### config.mk
export PLATFORM = sky130hd
export DESIGN_NAME = http_response_header_parser
export DESIGN_NICKNAME = d
export VERILOG_FILES = /design/src/hrhp_pkg.sv /design/src/http_response_header_parser.sv /design/src/hrhp_core.sv
export SDC_FILE = /design/constraint.sdc
export NUM_CORES = 1
export LEC_CHECK = 0
export BUFFER_PORTS_ARGS = -buffer_cell sky130_fd_sc_hd__buf_4
export CAP_MARGIN = 20
export CORE_AREA = 2 2 174 176
export CTS_BUF_LIST = sky130_fd_sc_hd__clkbuf_16
export DETAILED_ROUTE_END_ITERATION = 7
export DIE_AREA = 0 0 176 178
export GPL_ROUTABILITY_DRIVEN = 0
export GPL_TIMING_DRIVEN = 0
export SYNTH_ARGS = -nofsm -noshare
export SYNTH_HDL_FRONTEND = slang
export SYNTH_HIERARCHICAL = 1
export SYNTH_SLANG_ARGS = --single-unit
### constraint.sdc
create_clock -name clk -period 6.5 [get_ports clk]
set_clock_uncertainty 0.15 [all_clocks]
set_input_delay 1.3 -clock clk [delete_from_list [all_inputs] [get_ports clk]]
set_output_delay 1.3 -clock clk [all_outputs]
set_load 0.1 [all_outputs]
### src/hrhp_pkg.sv
// hrhp_pkg: item types, result codes and match text for the response header parser
// no dependencies; used by hrhp_core and http_response_header_parser
`default_nettype none

package hrhp_pkg;

  // one input item: a raw response byte and the start-of-response mark
  typedef struct packed {
    logic [7:0] data_byte;
    logic       new_message;
  } byte_item_t;

  // one result item
  typedef struct packed {
    logic [1:0] parse_state;
    logic [9:0] status_code;
    logic       body_valid;
    logic [7:0] body_byte;
  } result_item_t;

  // parse_state codes
  localparam logic [1:0] PS_MORE_DATA = 2'd0;
  localparam logic [1:0] PS_INVALID   = 2'd1;
  localparam logic [1:0] PS_COMPLETE  = 2'd2;

  // status line layout
  localparam logic [3:0] POS_VERSION_DIGIT = 4'd7;
  localparam logic [3:0] POS_STATUS_FIRST  = 4'd9;
  localparam logic [3:0] POS_STATUS_LAST   = 4'd11;
  localparam logic [3:0] POS_HEADER_DONE   = 4'd12;

  localparam logic signed [15:0] STATUS_MIN = 16'sd100;
  localparam logic signed [15:0] STATUS_MAX = 16'sd599;

  // declared length encodings
  localparam logic [31:0] LENGTH_NONE = 32'hFFFF_FFFF;
  localparam logic [31:0] LENGTH_MAX  = 32'h7FFF_FFFF;

  // characters
  localparam logic [7:0] CH_ZERO  = 8'h30;
  localparam logic [7:0] CH_ONE   = 8'h31;
  localparam logic [7:0] CH_NINE  = 8'h39;
  localparam logic [7:0] CH_CR    = 8'h0D;
  localparam logic [7:0] CH_LF    = 8'h0A;
  localparam logic [7:0] CH_SPACE = 8'h20;
  localparam logic [7:0] CH_TAB   = 8'h09;
  localparam logic [7:0] CH_PLUS  = 8'h2B;
  localparam logic [7:0] CH_MINUS = 8'h2D;

  // length of "Content-Length:"
  localparam logic [3:0] PAT_LEN = 4'd15;

  // "HTTP/1." by position
  function automatic logic [7:0] version_char(input logic [2:0] idx);
    logic [7:0] c;
    case (idx)
      3'd0: c = 8'h48;
      3'd1: c = 8'h54;
      3'd2: c = 8'h54;
      3'd3: c = 8'h50;
      3'd4: c = 8'h2F;
      3'd5: c = 8'h31;
      3'd6: c = 8'h2E;
      default: c = 8'h00;
    endcase
    return c;
  endfunction

  // "Content-Length:" by position
  function automatic logic [7:0] length_char(input logic [3:0] idx);
    logic [7:0] c;
    case (idx)
      4'd0:  c = 8'h43;
      4'd1:  c = 8'h6F;
      4'd2:  c = 8'h6E;
      4'd3:  c = 8'h74;
      4'd4:  c = 8'h65;
      4'd5:  c = 8'h6E;
      4'd6:  c = 8'h74;
      4'd7:  c = 8'h2D;
      4'd8:  c = 8'h4C;
      4'd9:  c = 8'h65;
      4'd10: c = 8'h6E;
      4'd11: c = 8'h67;
      4'd12: c = 8'h74;
      4'd13: c = 8'h68;
      4'd14: c = 8'h3A;
      default: c = 8'h00;
    endcase
    return c;
  endfunction

endpackage

`default_nettype wire

### src/http_response_header_parser.sv
// http_response_header_parser: top level, input register, result register and handshake
// depends on hrhp_pkg and hrhp_core
//
//   channel  direction  handshake                  payload
//   byte     in         byte_valid / byte_stall    byte_item   (byte_item_t)
//   result   out        result_valid / result_stall result_item (result_item_t)
//
// one byte per cycle unless a stalled result register holds the flow; each byte's result is registered
// the parser state update is one combinational pass between the input and result registers
// rst clears the parser state and both pipeline registers
// byte_stall rises only when the input register is full and the result register is stalled
`default_nettype none

module http_response_header_parser import hrhp_pkg::*; #(
  parameter int COUNT_WIDTH = 32
) (
  input  wire logic   clk,
  input  wire logic   rst,
  input  wire logic   byte_valid,
  output logic        byte_stall,
  input  wire byte_item_t byte_item,
  output logic        result_valid,
  input  wire logic   result_stall,
  output result_item_t result_item
);

  logic         in_full;
  byte_item_t   in_item;
  logic         advance;
  logic         step;
  result_item_t core_result;

  // result register can take a new item
  assign advance    = !(result_valid && result_stall);
  assign step       = in_full && advance;
  assign byte_stall = in_full && !advance;

  hrhp_core #(
    .COUNT_WIDTH(COUNT_WIDTH)
  ) u_core (
    .clk    (clk),
    .rst    (rst),
    .step   (step),
    .item   (in_item),
    .result (core_result)
  );

  // input register
  always_ff @(posedge clk) begin
    if (rst) begin
      in_full <= 1'b0;
    end else if (!byte_stall) begin
      in_full <= byte_valid;
    end
  end

  always_ff @(posedge clk) begin
    if (!byte_stall && byte_valid)
      in_item <= byte_item;
  end

  // result register
  always_ff @(posedge clk) begin
    if (rst) begin
      result_valid <= 1'b0;
    end else if (advance) begin
      result_valid <= in_full;
    end
  end

  always_ff @(posedge clk) begin
    if (step)
      result_item <= core_result;
  end

`ifndef SYNTHESIS
  // parse state is never the unused code
  a_state_code: assert property (@(posedge clk) disable iff (rst)
    result_valid |-> result_item.parse_state == PS_MORE_DATA ||
      result_item.parse_state == PS_INVALID || result_item.parse_state == PS_COMPLETE)
    else $error("parse_state holds an unused code");

  // invalid responses carry no status and no body
  a_invalid_quiet: assert property (@(posedge clk) disable iff (rst)
    result_valid && result_item.parse_state == PS_INVALID |->
      result_item.status_code == 10'd0 && !result_item.body_valid)
    else $error("invalid result carries status or body");

  // body byte is zero outside the body
  a_body_byte: assert property (@(posedge clk) disable iff (rst)
    result_valid && !result_item.body_valid |-> result_item.body_byte == 8'h00)
    else $error("body_byte nonzero without body_valid");

  // a reported status lies in the accepted range
  a_status_range: assert property (@(posedge clk) disable iff (rst)
    result_valid && result_item.status_code != 10'd0 |->
      result_item.status_code >= 10'd100 && result_item.status_code <= 10'd599)
    else $error("status_code outside 100..599");

  // input side stalls only behind a stalled full result register
  a_stall_cause: assert property (@(posedge clk) disable iff (rst)
    byte_stall |-> result_valid && result_stall && in_full)
    else $error("byte_stall without a stalled result");
`endif

endmodule

`default_nettype wire

### src/hrhp_core.sv
// hrhp_core: parser state registers and the per-byte next-state and result logic
// depends on hrhp_pkg
`default_nettype none

module hrhp_core import hrhp_pkg::*; #(
  parameter int COUNT_WIDTH = 32
) (
  input  wire logic         clk,
  input  wire logic         rst,
  input  wire logic         step,
  input  wire byte_item_t   item,
  output result_item_t      result
);

  localparam int CMP_W = (COUNT_WIDTH > 32) ? COUNT_WIDTH : 32;

  typedef enum logic [1:0] {VP_IDLE, VP_SKIP, VP_DIGITS, VP_SPARE} value_phase_t;
  typedef enum logic [1:0] {CR_NONE, CR_ONE, CR_LF_ONE, CR_TWO} crlf_t;

  // state registers
  logic [3:0]              byte_position;
  logic                    version_ok;
  logic signed [15:0]      status_value;
  logic                    invalid_flag;
  crlf_t                   crlf_run;
  logic [3:0]              match_index;
  value_phase_t            value_phase;
  logic                    length_negative;
  logic [31:0]             declared_length;
  logic                    in_body;
  logic [COUNT_WIDTH-1:0]  body_count;

  // next values
  logic [3:0]              byte_position_next;
  logic                    version_ok_next;
  logic signed [15:0]      status_value_next;
  logic                    invalid_flag_next;
  crlf_t                   crlf_run_next;
  logic [3:0]              match_index_next;
  value_phase_t            value_phase_next;
  logic                    length_negative_next;
  logic [31:0]             declared_length_next;
  logic                    in_body_next;
  logic [COUNT_WIDTH-1:0]  body_count_next;

  // current state, with the start-of-response clear applied
  logic [3:0]              cur_pos;
  logic                    cur_ver;
  logic signed [15:0]      cur_status;
  logic                    cur_invalid;
  crlf_t                   cur_crlf;
  logic [3:0]              cur_match;
  value_phase_t            cur_phase;
  logic                    cur_neg;
  logic [31:0]             cur_len;
  logic                    cur_body;
  logic [COUNT_WIDTH-1:0]  cur_count;

  logic [7:0]              b;
  logic                    is_digit;
  logic [35:0]             len_times_ten;
  logic [31:0]             len_with_digit;
  logic [CMP_W-1:0]        count_cmp;
  logic [CMP_W-1:0]        len_cmp;
  logic                    length_positive;
  logic                    body_now;

  assign b        = item.data_byte;
  assign is_digit = (b >= CH_ZERO) && (b <= CH_NINE);

  // clear before the byte when a new response starts
  always_comb begin
    if (item.new_message) begin
      cur_pos     = '0;
      cur_ver     = 1'b1;
      cur_status  = '0;
      cur_invalid = 1'b0;
      cur_crlf    = CR_NONE;
      cur_match   = '0;
      cur_phase   = VP_IDLE;
      cur_neg     = 1'b0;
      cur_len     = LENGTH_NONE;
      cur_body    = 1'b0;
      cur_count   = '0;
    end else begin
      cur_pos     = byte_position;
      cur_ver     = version_ok;
      cur_status  = status_value;
      cur_invalid = invalid_flag;
      cur_crlf    = crlf_run;
      cur_match   = match_index;
      cur_phase   = value_phase;
      cur_neg     = length_negative;
      cur_len     = declared_length;
      cur_body    = in_body;
      cur_count   = body_count;
    end
  end

  // length digit accumulate, saturating at the largest positive length
  assign len_times_ten = ({4'b0, cur_len} << 3) + ({4'b0, cur_len} << 1)
                       + {28'b0, b - CH_ZERO};
  assign len_with_digit = (len_times_ten > {4'b0, LENGTH_MAX}) ? LENGTH_MAX
                                                               : len_times_ten[31:0];

  // next-state logic for one byte
  always_comb begin
    byte_position_next   = cur_pos;
    version_ok_next      = cur_ver;
    status_value_next    = cur_status;
    invalid_flag_next    = cur_invalid;
    crlf_run_next        = cur_crlf;
    match_index_next     = cur_match;
    value_phase_next     = cur_phase;
    length_negative_next = cur_neg;
    declared_length_next = cur_len;
    in_body_next         = cur_body;
    body_count_next      = cur_count;
    body_now             = 1'b0;

    // status line: version text, version digit and three status characters
    if (cur_pos < POS_HEADER_DONE) begin
      if (cur_pos < POS_VERSION_DIGIT && b != version_char(cur_pos[2:0]))
        version_ok_next = 1'b0;
      if (cur_pos == POS_VERSION_DIGIT && b != CH_ZERO && b != CH_ONE)
        version_ok_next = 1'b0;
      if (cur_pos >= POS_STATUS_FIRST)
        status_value_next = cur_status * 16'sd10 + $signed({8'b0, b})
                          - $signed({8'b0, CH_ZERO});
      if (cur_pos == POS_STATUS_LAST && (!version_ok_next ||
          status_value_next < STATUS_MIN || status_value_next > STATUS_MAX))
        invalid_flag_next = 1'b1;
      byte_position_next = cur_pos + 4'd1;
    end

    if (cur_body) begin
      // body byte, saturating count
      body_now = 1'b1;
      if (cur_count != {COUNT_WIDTH{1'b1}})
        body_count_next = cur_count + 1'b1;
    end else begin
      // length value parse
      case (cur_phase)
        VP_SKIP: begin
          if (b == CH_SPACE || b == CH_TAB) begin
            value_phase_next = VP_SKIP;
          end else if (b == CH_PLUS) begin
            value_phase_next = VP_DIGITS;
          end else if (b == CH_MINUS) begin
            length_negative_next = 1'b1;
            value_phase_next     = VP_DIGITS;
          end else if (is_digit) begin
            declared_length_next = len_with_digit;
            value_phase_next     = VP_DIGITS;
          end else begin
            value_phase_next = VP_IDLE;
          end
        end
        VP_DIGITS: begin
          if (is_digit)
            declared_length_next = len_with_digit;
          else
            value_phase_next = VP_IDLE;
        end
        default: begin
          value_phase_next = cur_phase;
        end
      endcase

      // header name match at line starts
      if (cur_match != 4'd0 && cur_match < PAT_LEN) begin
        if (b == length_char(cur_match)) begin
          if (cur_match + 4'd1 == PAT_LEN) begin
            match_index_next     = 4'd0;
            value_phase_next     = VP_SKIP;
            declared_length_next = '0;
            length_negative_next = 1'b0;
          end else begin
            match_index_next = cur_match + 4'd1;
          end
        end else begin
          match_index_next = 4'd0;
        end
      end else begin
        match_index_next = (cur_crlf == CR_LF_ONE && b == length_char(4'd0)) ? 4'd1 : 4'd0;
      end

      // blank line search
      if (b == CH_CR) begin
        if (cur_crlf == CR_LF_ONE)
          crlf_run_next = CR_TWO;
        else
          crlf_run_next = CR_ONE;
      end else if (b == CH_LF) begin
        if (cur_crlf == CR_ONE) begin
          crlf_run_next = CR_LF_ONE;
        end else if (cur_crlf == CR_TWO) begin
          crlf_run_next = CR_NONE;
          in_body_next  = 1'b1;
        end else begin
          crlf_run_next = CR_NONE;
        end
      end else begin
        crlf_run_next = CR_NONE;
      end
    end
  end

  // result for this byte
  assign count_cmp       = CMP_W'(body_count_next);
  assign len_cmp         = CMP_W'(declared_length_next);
  assign length_positive = !length_negative_next && declared_length_next != LENGTH_NONE
                        && declared_length_next != 32'd0;

  always_comb begin
    result = '0;
    if (byte_position_next >= POS_HEADER_DONE) begin
      if (invalid_flag_next) begin
        result.parse_state = PS_INVALID;
      end else begin
        result.status_code = status_value_next[9:0];
        result.body_valid  = body_now;
        result.body_byte   = body_now ? b : 8'h00;
        if (in_body_next && length_positive && count_cmp == len_cmp)
          result.parse_state = PS_COMPLETE;
      end
    end
  end

  // state registers
  always_ff @(posedge clk) begin
    if (rst) begin
      byte_position   <= '0;
      version_ok      <= 1'b1;
      status_value    <= '0;
      invalid_flag    <= 1'b0;
      crlf_run        <= CR_NONE;
      match_index     <= '0;
      value_phase     <= VP_IDLE;
      length_negative <= 1'b0;
      declared_length <= LENGTH_NONE;
      in_body         <= 1'b0;
      body_count      <= '0;
    end else if (step) begin
      byte_position   <= byte_position_next;
      version_ok      <= version_ok_next;
      status_value    <= status_value_next;
      invalid_flag    <= invalid_flag_next;
      crlf_run        <= crlf_run_next;
      match_index     <= match_index_next;
      value_phase     <= value_phase_next;
      length_negative <= length_negative_next;
      declared_length <= declared_length_next;
      in_body         <= in_body_next;
      body_count      <= body_count_next;
    end
  end

endmodule

`default_nettype wire

* Word level (Yosys, flattened, before mapping)
Memories as Yosys holds them, arrays and structs flattened.
Cells that the tools add are included.
** Operators by class
- Reductions and logical operators :: 28
- Add/subtract/negate cells :: 8
- Muxes and demuxes :: 73
- Multipliers :: 1
- Magnitude comparators :: 10
- Eq/ne operators :: 28
- Bitwise logic cells :: 2
** Operators by type and width (number)
- $mux W32 :: 13
- $mux W16 :: 4
- $ne A32 B32 Y1 const B :: 2
- $pmux W32 S2 :: 1
- $pmux W7 S6 :: 1
- $add A35 B33 Y36 :: 1
- $add A36 B8 Y36 :: 1
- $gt A36 B31 Y1 const B :: 1
- $mux W2 :: 17
- $add A32 B1 Y32 const B :: 1
- $eq A32 B32 Y1 :: 1
- $reduce_bool A32 Y1 :: 1
- $mux W4 :: 7
- $mux W1 :: 26
- $eq A8 B4 Y1 const B :: 3
- $eq A8 B6 Y1 const B :: 3
- $mux W8 :: 3
- $add A16 B9 Y16 :: 1
- $gt A16 B11 Y1 const B :: 1
- $lt A16 B8 Y1 const B :: 1
- $mul A16 B4 Y15 const B :: 1
- $ne A8 B6 Y1 const B :: 2
- $sub A16 B7 Y16 const B :: 1
- $logic_and A1 B1 Y1 :: 15
- other kinds (25) :: 42
** Word-level totals
- Register bits after elaboration :: 128
- Memory bits (read-only) :: 112
- Logic and storage cells :: 171
- Output and inout port bits :: 23
- Memories :: 1
- Input port bits :: 13
** Memory list
- (no name shown) :: depth 16, width 7, read ports 1, clocked after memory_dff 0, wr ports 0, RTL line hrhp_pkg.sv:72 : case (idx)

* Logic depth before layout (Yosys ltp)
Gate-level depths: netlist of the first run.
- Depth in word-level cells :: 21
- Mapped depth :: 33
- Depth with buffers taken out :: 24

* Cells and area by module
The synthesis of the first run kept the hierarchy.
** Modules (own cells, without submodules)
- hrhp_core :: sequential area each 1921.8 sq um, instances 1, cells an instance 1781, area each 12634.6 sq um
- http_response_header_parser :: sequential area each 940.9 sq um, instances 1, cells an instance 40, area each 987.2 sq um

* Worst setup path before layout of the first run
No wires, ideal clock.
- Path type :: register to register
- From :: register in_item[0] (netlist bit)
- To :: register result_item[0] (netlist bit) (data pin)
- Library setup time :: 268 ps
- Arrival time :: 6401 ps
- Period minus slack after synthesis :: 6819 ps
- Required time :: 6082 ps
- Cell stages (with the launch flop) :: 34
- Setup slack :: -319 ps
- Buffers on the path :: 10
- Cells stage by stage :: edfxtp_1 -> buf_6 -> clkbuf_1 -> buf_2 -> buf_2 -> buf_2 -> buf_2 -> buf_2 -> buf_1 -> clkbuf_1 -> nor2b_1 -> ha_1 -> ha_1 -> inv_1 -> fa_1 -> nor2b_1 -> o21a_1 -> o21ai_0 -> nand2b_1 -> a21o_1 -> xor2_1 -> inv_1 -> ha_1 -> and2_1 -> a31oi_1 -> o211ai_1 -> o311ai_0 -> o21ai_0 -> or2_2 -> mux2i_1 -> nor4b_1 -> a21oi_1 -> clkbuf_1 -> nor3_1
** On the way
- Word-level cells in the longest chain between the ends :: 17
- Elaborated cells on any way between the ends :: 47
- Classes of those cells :: add/sub: 3; mul: 1; order compare: 6; eq/ne: 9; mux: 16; bitwise: 2; reduce/logical: 10
** RTL lines
- from (decl) :: RTL line http_response_header_parser.sv:28 : byte_item_t in_item;
- from (signal assigned) :: RTL line http_response_header_parser.sv:59 : in_item <= byte_item;
- parallel branches: the longest is 16 deep, another holds $mul A16 B4 Y15
- $reduce_or A3 Y1 (no line) (*)
- to (signal assigned) :: RTL line http_response_header_parser.sv:73 : result_item <= core_result;
- to (decl) :: RTL line http_response_header_parser.sv:24 : output result_item_t result_item
Mark *: on every way between the ends. The select of a mux whose other input is x is not followed.
A chain may end at the register's enable or synchronous reset.

* Worst setup path after layout of the first run
- From :: register in_item[0] (netlist bit)
- To :: register result_item[20] (netlist bit) (data pin)
** On the way
- Word-level cells in the longest chain between the ends :: 20
- Elaborated cells on any way between the ends :: 103
- Classes of those cells :: add/sub: 7; mul: 1; order compare: 8; eq/ne: 18; mux: 49; bitwise: 1; reduce/logical: 18; memory: 1
** RTL lines
- $mux W32 :: RTL line hrhp_core.sv:73 : if (item.new_message) begin
- $add A35 B33 Y36 :: RTL line hrhp_core.sv:101 : assign len_times_ten = ({4'b0, cur_len} << 3) + ({4'b0, cur_len} << 1)
- $add A36 B8 Y36 :: RTL line hrhp_core.sv:102 : + {28'b0, b - CH_ZERO};
- $gt A36 B31 Y1 :: RTL line hrhp_core.sv:103 : assign len_with_digit = (len_times_ten > {4'b0, LENGTH_MAX}) ? LENGTH_MAX
- $mux W32 :: RTL line hrhp_core.sv:103
- $mux W32 :: RTL line hrhp_core.sv:152, hrhp_core.sv:160
- $mux W32 :: RTL line hrhp_core.sv:149 : end else if (b == CH_MINUS) begin
- $mux W32 :: RTL line hrhp_core.sv:147 : end else if (b == CH_PLUS) begin
- [... 3 more ...]
- $mux W32 :: RTL line hrhp_core.sv:172 : if (b == length_char(cur_match)) begin
- $mux W32 :: RTL line hrhp_core.sv:171 : if (cur_match != 4'd0 && cur_match < PAT_LEN) begin
- $mux W32 :: RTL line hrhp_core.sv:136 : if (cur_body) begin
- $ne A32 B32 Y1 :: RTL line hrhp_core.sv:212 : assign length_positive = !length_negative_next && declared_length_next != LENGTH_NONE
- $logic_and A1 B1 Y1 :: RTL line hrhp_core.sv:212
- $logic_and A1 B1 Y1 :: RTL line hrhp_core.sv:213 : && declared_length_next != 32'd0;
- $logic_and A1 B1 Y1 (2 in a row) :: RTL line hrhp_core.sv:224 : if (in_body_next && length_positive && count_cmp == len_cmp)
- $mux W2 :: RTL line hrhp_core.sv:224
Several ways; a longest one is shown, not always the timed one. The select of a mux whose other input is x is not followed.

==> impl_metrics.yaml, run 1 <==
synthesis:
  synth.distinct_cells: 103
  netlist_instances: 1821
  ys_ff_latch: 128
  synth_fp_nets: 1959
  async_flop_share_pct: 0
  synthFlopType: "dfxtp_1"
  syn_area_per_cell_sq_um: 7.48
  ys_seq_area_share_pct: 21.0
  syn-cell-area_sq_um: 13600
  ys_warn_count: 6
  synth_edf_count: 30
flow_run:
  drv_cap: 0
clock_network:
  clk_latency_ns: 0.43
  clock_path_buffers: 2
  htreeDepth: 4
  hold_buffers: 0
  cts_buffers: 17
  cts_root_buf: "clkbuf_16"
  cts_tree: "done"
  clk_pin_slew_ns: 0.07
  cts.sinks: 128
placement:
  port_buffers: 35
  hpwl_um: 39600
  dpl_cell_area_sq_um: 14400
detailed_routing:
  dr.pass1.iters: 6
  vias: 14900
  wl_um: 52100
  drt-wirelength-per-cell_um: 22.8
  drc: 0
  drt_iter0_drc: 1814
  antenna_left: 0
  vias_per_cell: 6.52
cells_and_area:
  final_common_cell: "nor2_1"
  finish.instance_area_sq_um: 15700
  diodes: 0
  drive_above_1_share_pct: 12.7
  final_cell_mix: "230 x nor2_1, 135 x o21ai_0, 132 x nand2_1, 114 x a21oi_1, 108 x ha_1"
  syn_to_final_growth_pct: 15.3
  nets: 2024
worst_setup_path:
  cp_max_fo: 28
  endpoint_kind: "register"
  crit_path_start_kind: "register"
  arrival_ns: 6.37
  crit_type: "register to register"
  worstPathRequired_ns: 6.55
  rrSetupSlack_ns: 0.19
sta:
  period_minus_slack_ns: 6.31
  timing.fmax_mhz: 158
  setup_violations: 0
  finalHoldViolCount: 0
  period_share_pct: 97.2
  maxSlewViolCount: 0
  maxSlewHeadroom_pct: 19.3
  tightest_slew_ns: 1.20
global_routing:
  overflow: 0
  grt_pass1_vias: 13900
  grt_start_max_net_pins: 17
  antenna_found_initial: 1
  grtUsageTotal_pct: 33.1
  grt_pass1_wl_um: 80400
die:
  start_util_pct: 46.3
  core-area_sq_um: 29400
  die_w_um: 176
  rows: 63
  die_area_sq_um: 31300
  die_height_um: 178
  io_pins: 36
power_and_ir_drop:
  power.total_mw: 2.78
  p_leak_nw: 6.03
  vdd_drop_max_mv: 0.167
  p_per_area_nw_per_um2: 177
worst_hold_path:
  worstHoldPathType: "register to register"
outcome:
  status: "complete, no violations"
critical path, cell delays in order, from the launching register on:
cell       delay [ns]
edfxtp_1         0.38
buf_6            0.14
buf_8            0.17
buf_12           0.23
buf_12           0.19
buf_8            0.17
buf_8            0.16
clkbuf_16        0.19
clkbuf_1         0.57
nor2b_1          0.20
inv_1            0.14
ha_1             0.20
inv_1            0.10
o311ai_4         0.55
clkbuf_2         0.40
o31a_1           0.30
nor3b_1          0.22
mux2i_1          0.16
nor4b_4          0.31
nand4_1          0.15
nor4b_2          0.27
a21oi_2          0.12
buf_4            0.20
nor4_4           0.39
timing repair:
item / CTS / global route
gates cloned: 0 / 0
setup endpoints to repair: 70 / 21
pin swaps: 11 / 15
buffers inserted: 14 / 4
gates resized for setup: 107 / 34
metrics by stage:
stage | std cells | setup TNS, ns | util, % | setup slack [ns] | hold WS [ns]
detailed placement | 2247 | -85.87 | 49.0 | -2.71 | 0.298
floorplan | 1821 | 0 | - | 0.00238 | 0.282
global route | 2289 | -0.00897 | 53.4 | -0.00897 | 0.330
global placement | 2246 | -85.71 | 48.9 | -2.67 | 0.291
finish | 2289 | 0 | 53.4 | 0.185 | 0.302
CTS | 2291 | 0 | 53.1 | 0.000517 | 0.306
cell type report:
cell class              count  area, sq um
plain buffers              96          551
flip-flops and latches    128         2860
well taps                 390          488
inverters                  84          315
fillers                  2918        13700
repair buffers             54          429
multi-input cells        1505        10500
clock buffers              19          475
clock inverters            13          133
routing by layer:
metal	global-route usage [%]	part of all wire, %	up-vias
met5	0	0.025	-
met4	13.5	4.1	2
met3	6.50	9.9	172
met2	52.1	44	812
met1	44.7	42	7097
li1	-	-	6831
cells by family (layout without fill, tap and decap cells):
family | Yosys count | count (layout) | synth area share, %
AO/OA/AOI/OAI | 555 | 555 | 27.0
XOR/XNOR | 100 | 100 | 6.53
adder cells (fa/ha/maj) | 125 | 125 | 11.9
buffers and inverters | 188 | 266 | 5.62
flip-flops | 128 | 128 | 21.0
multiplexers | 31 | 31 | 2.31
AND/OR/NAND/NOR | 694 | 694 | 25.6
path summary, 6_finish.rpt:
kind	start	cells past startpoint	endpoint
max	in_item[0]	23	result_item[20]
min	u_core/value_phase[1]	2	u_core/value_phase[1]
max reg2reg	in_item[0]	23	result_item[20]
min reg2reg	u_core/value_phase[1]	2	u_core/value_phase[1]
synthesized netlist by cell type (37+ instances only):
master	n	area (sq um)
dfxtp_1	98	1960
nor2b_1	37	231
inv_1	83	312
xor2_1	45	394
nand3_1	58	290
nand2_1	132	495
nor3_1	55	275
a21oi_1	123	616
o21ai_0	142	711
ha_1	117	1460
a211oi_1	46	345
xnor2_1	54	473
clkbuf_1	69	259
nor2_1	231	867
where the power goes:
| group | switching, mW | internal, mW |
|---|---|---|
| registers | 0.0240 | 0.836 |
| logic | 0.598 | 0.330 |
| clock network | 0.388 | 0.608 |
sequential cells by signal, indices dropped and copies added, names as in the netlist, 2 cells and up:
signal,flops
u_core/value_phase,2
u_core/match_index,4
result_item,21
u_core/status_value,16
u_core/declared_length,32
u_core/crlf_run,2
u_core/byte_position,4
in_item,9
u_core/body_count,32
Note: power is estimated with default switching activity, not from simulation.
==> run 2, diff against run 1 <==
Settings changed: RECOVER_POWER set to 100, SLEW_MARGIN set to 40.
==> impl_metrics.yaml, run 2 (same netlist as run 1, synthesis figures left out) <==
clock_network:
  cts_root_buf: "clkbuf_16"
  cts_tree: "done"
  clk_pin_slew_ns: 0.07
  cts_buffers: 17
  clk_latency_ns: 0.44
  clock_path_buffers: 2
  htreeDepth: 4
  cts.sinks: 128
  hold_buffers: 0
cells_and_area:
  final_common_cell: "nor2_1"
  final_cell_mix: "230 x nor2_1, 136 x o21ai_0, 130 x nand2_1, 114 x a21oi_1, 107 x ha_1"
  syn_to_final_growth_pct: 15.9
  drive_above_1_share_pct: 12.1
  reg_top3: "u_core/body_count: 32 flops, u_core/declared_length: 32 flops, result_item: 21 flops"
  final_cells: 2299
  nets: 2033
sta:
  setup_violations: 0
  timing.fmax_mhz: 158
  tightest_slew_ns: 1.51
  finalHoldViolCount: 0
  maxSlewHeadroom_pct: -1.77
  period_share_pct: 97.4
  hold_ws_ns: 0.313
  maxSlewViolCount: 12
  period_minus_slack_ns: 6.33
power_and_ir_drop:
  p_per_area_nw_per_um2: 181
  p_leak_nw: 6.01
  vdd_drop_max_mv: 0.150
  power.total_mw: 2.86
detailed_routing:
  vias: 14800
  antenna_left: 0
  drt-wirelength-per-cell_um: 22.6
  drt_iter0_drc: 1702
  drc: 0
  dr.pass1.iters: 8
  wl_um: 52000
  vias_per_cell: 6.45
worst_setup_path:
  r2r-start: "in_item[0]"
  critical_path.cell_chain: "buf_6, clkbuf_16, clkbuf_2, or2_2, fa_1, ha_1, nand4_1, a2111o_1, a31oi_4, a21oi_1, xor2_2, nand4_4, buf_12, clkbuf_2, o21ai_0, o22ai_1, nor4_1, nand3_1, nor4_4"
  crit_type: "register to register"
  arrival_ns: 6.38
  cpPeakStageDelay_ns: 0.57
  cp_max_fo: 10
  r2r-end: "result_item[20]"
  cpMostUsedCell: "clkbuf_2"
  worst_path_max_delay_cell: "a2111o_1"
  critPathLaunch: "in_item[0]"
  rrSetupSlack_ns: 0.17
  worstRegToRegCells: 19
  crit_end: "result_item[20]"
  worstPathRequired_ns: 6.55
  crit_path_start_kind: "register"
  endpoint_kind: "register"
die:
  io_pins: 36
  start_util_pct: 46.3
  die_area_sq_um: 31300
  core-area_sq_um: 29400
  rows: 63
  die_w_um: 176
  die_height_um: 178
global_routing:
  grt_pass1_wl_um: 80100
  grt_start_max_net_pins: 17
  grtUsageTotal_pct: 33.2
  grt_pass1_vias: 13900
  antenna_found_initial: 1
  overflow: 0
placement:
  hpwl_um: 39500
  port_buffers: 35
  post-place-cells: 2247
outcome:
  status: "finished, violations left"
  violations: "max-capacitance violations, max-slew violations"
worst_hold_path:
  whs_path_depth: 2
  worstHoldPathType: "register to register"
flow_run:
  drv_cap: 1
## run 2: worst min-delay path by stage
stage,startpoint,to
finish,u_core/value_phase[1],u_core/value_phase[1]
global route,u_core/value_phase[1],u_core/value_phase[1]
CTS,u_core/value_phase[1],u_core/value_phase[1]
detailed placement,u_core/value_phase[1],u_core/value_phase[1]
global placement,u_core/value_phase[1],u_core/value_phase[1]
floorplan,u_core/value_phase[1],u_core/value_phase[1]
## run 2: layer usage
layer  track usage (%)  wire length, um  vias up  share of wire, %
met4              15.1             2330        0               4.5
met2              51.4            22600      812                43
met3              6.59             4990      170               9.6
li1                  -                -     6835                 -
met5                 0                0        -                 0
met1              44.6            22100     7016                42
## run 2: report_power, final
group	total, mW	internal (mW)	switching [mW]
logic	0.940	0.336	0.604
registers	0.860	0.836	0.0235
clock network	1.06	0.663	0.393
total	2.86	1.84	1.02
## run 2: per-stage QoR
| stage | cell area (sq um) | setup slack, ns | setup TNS (ns) | util [%] |
|---|---|---|---|---|
| 6_report | 15800 | 0.171 | 0 | 53.7 |
| 5_1_grt | 15800 | -0.00848 | -0.00922 | 53.7 |
| 4_1_cts | 15700 | 0.00819 | 0 | 53.2 |
| 3_5_place_dp | 14400 | -2.73 | -85.51 | 49.0 |
| 3_3_place_gp | 14400 | -2.67 | -85.71 | 48.9 |
| 2_1_floorplan | 13600 | 0.00238 | 0 | - |
## run 2: layout make-up
class | instances | area (sq um)
diodes | 1 | 2.50
plain buffers | 96 | 573
clock buffers | 18 | 450
clock inverters | 14 | 186
fillers | 2919 | 13600
inverters | 84 | 315
multi-input cells | 1505 | 10500
flip-flops and latches | 128 | 2860
well taps | 390 | 488
repair buffers | 63 | 408
## run 2: critical path: cells and delay by family (launching register included)
family | cells | cell delay, ns
xor+xnor | 1 | 0.27
flops | 1 | 0.42
simple gates | 6 | 1.73
fa+ha+maj | 2 | 0.87
buf+inv | 5 | 1.07
compound gates | 5 | 1.56
## run 2: timing repair
action,4_1_cts,5_1_grt
pin swaps,15,20
buffers inserted,18,8
resized for setup,108,51
setup endpoints to repair,69,22
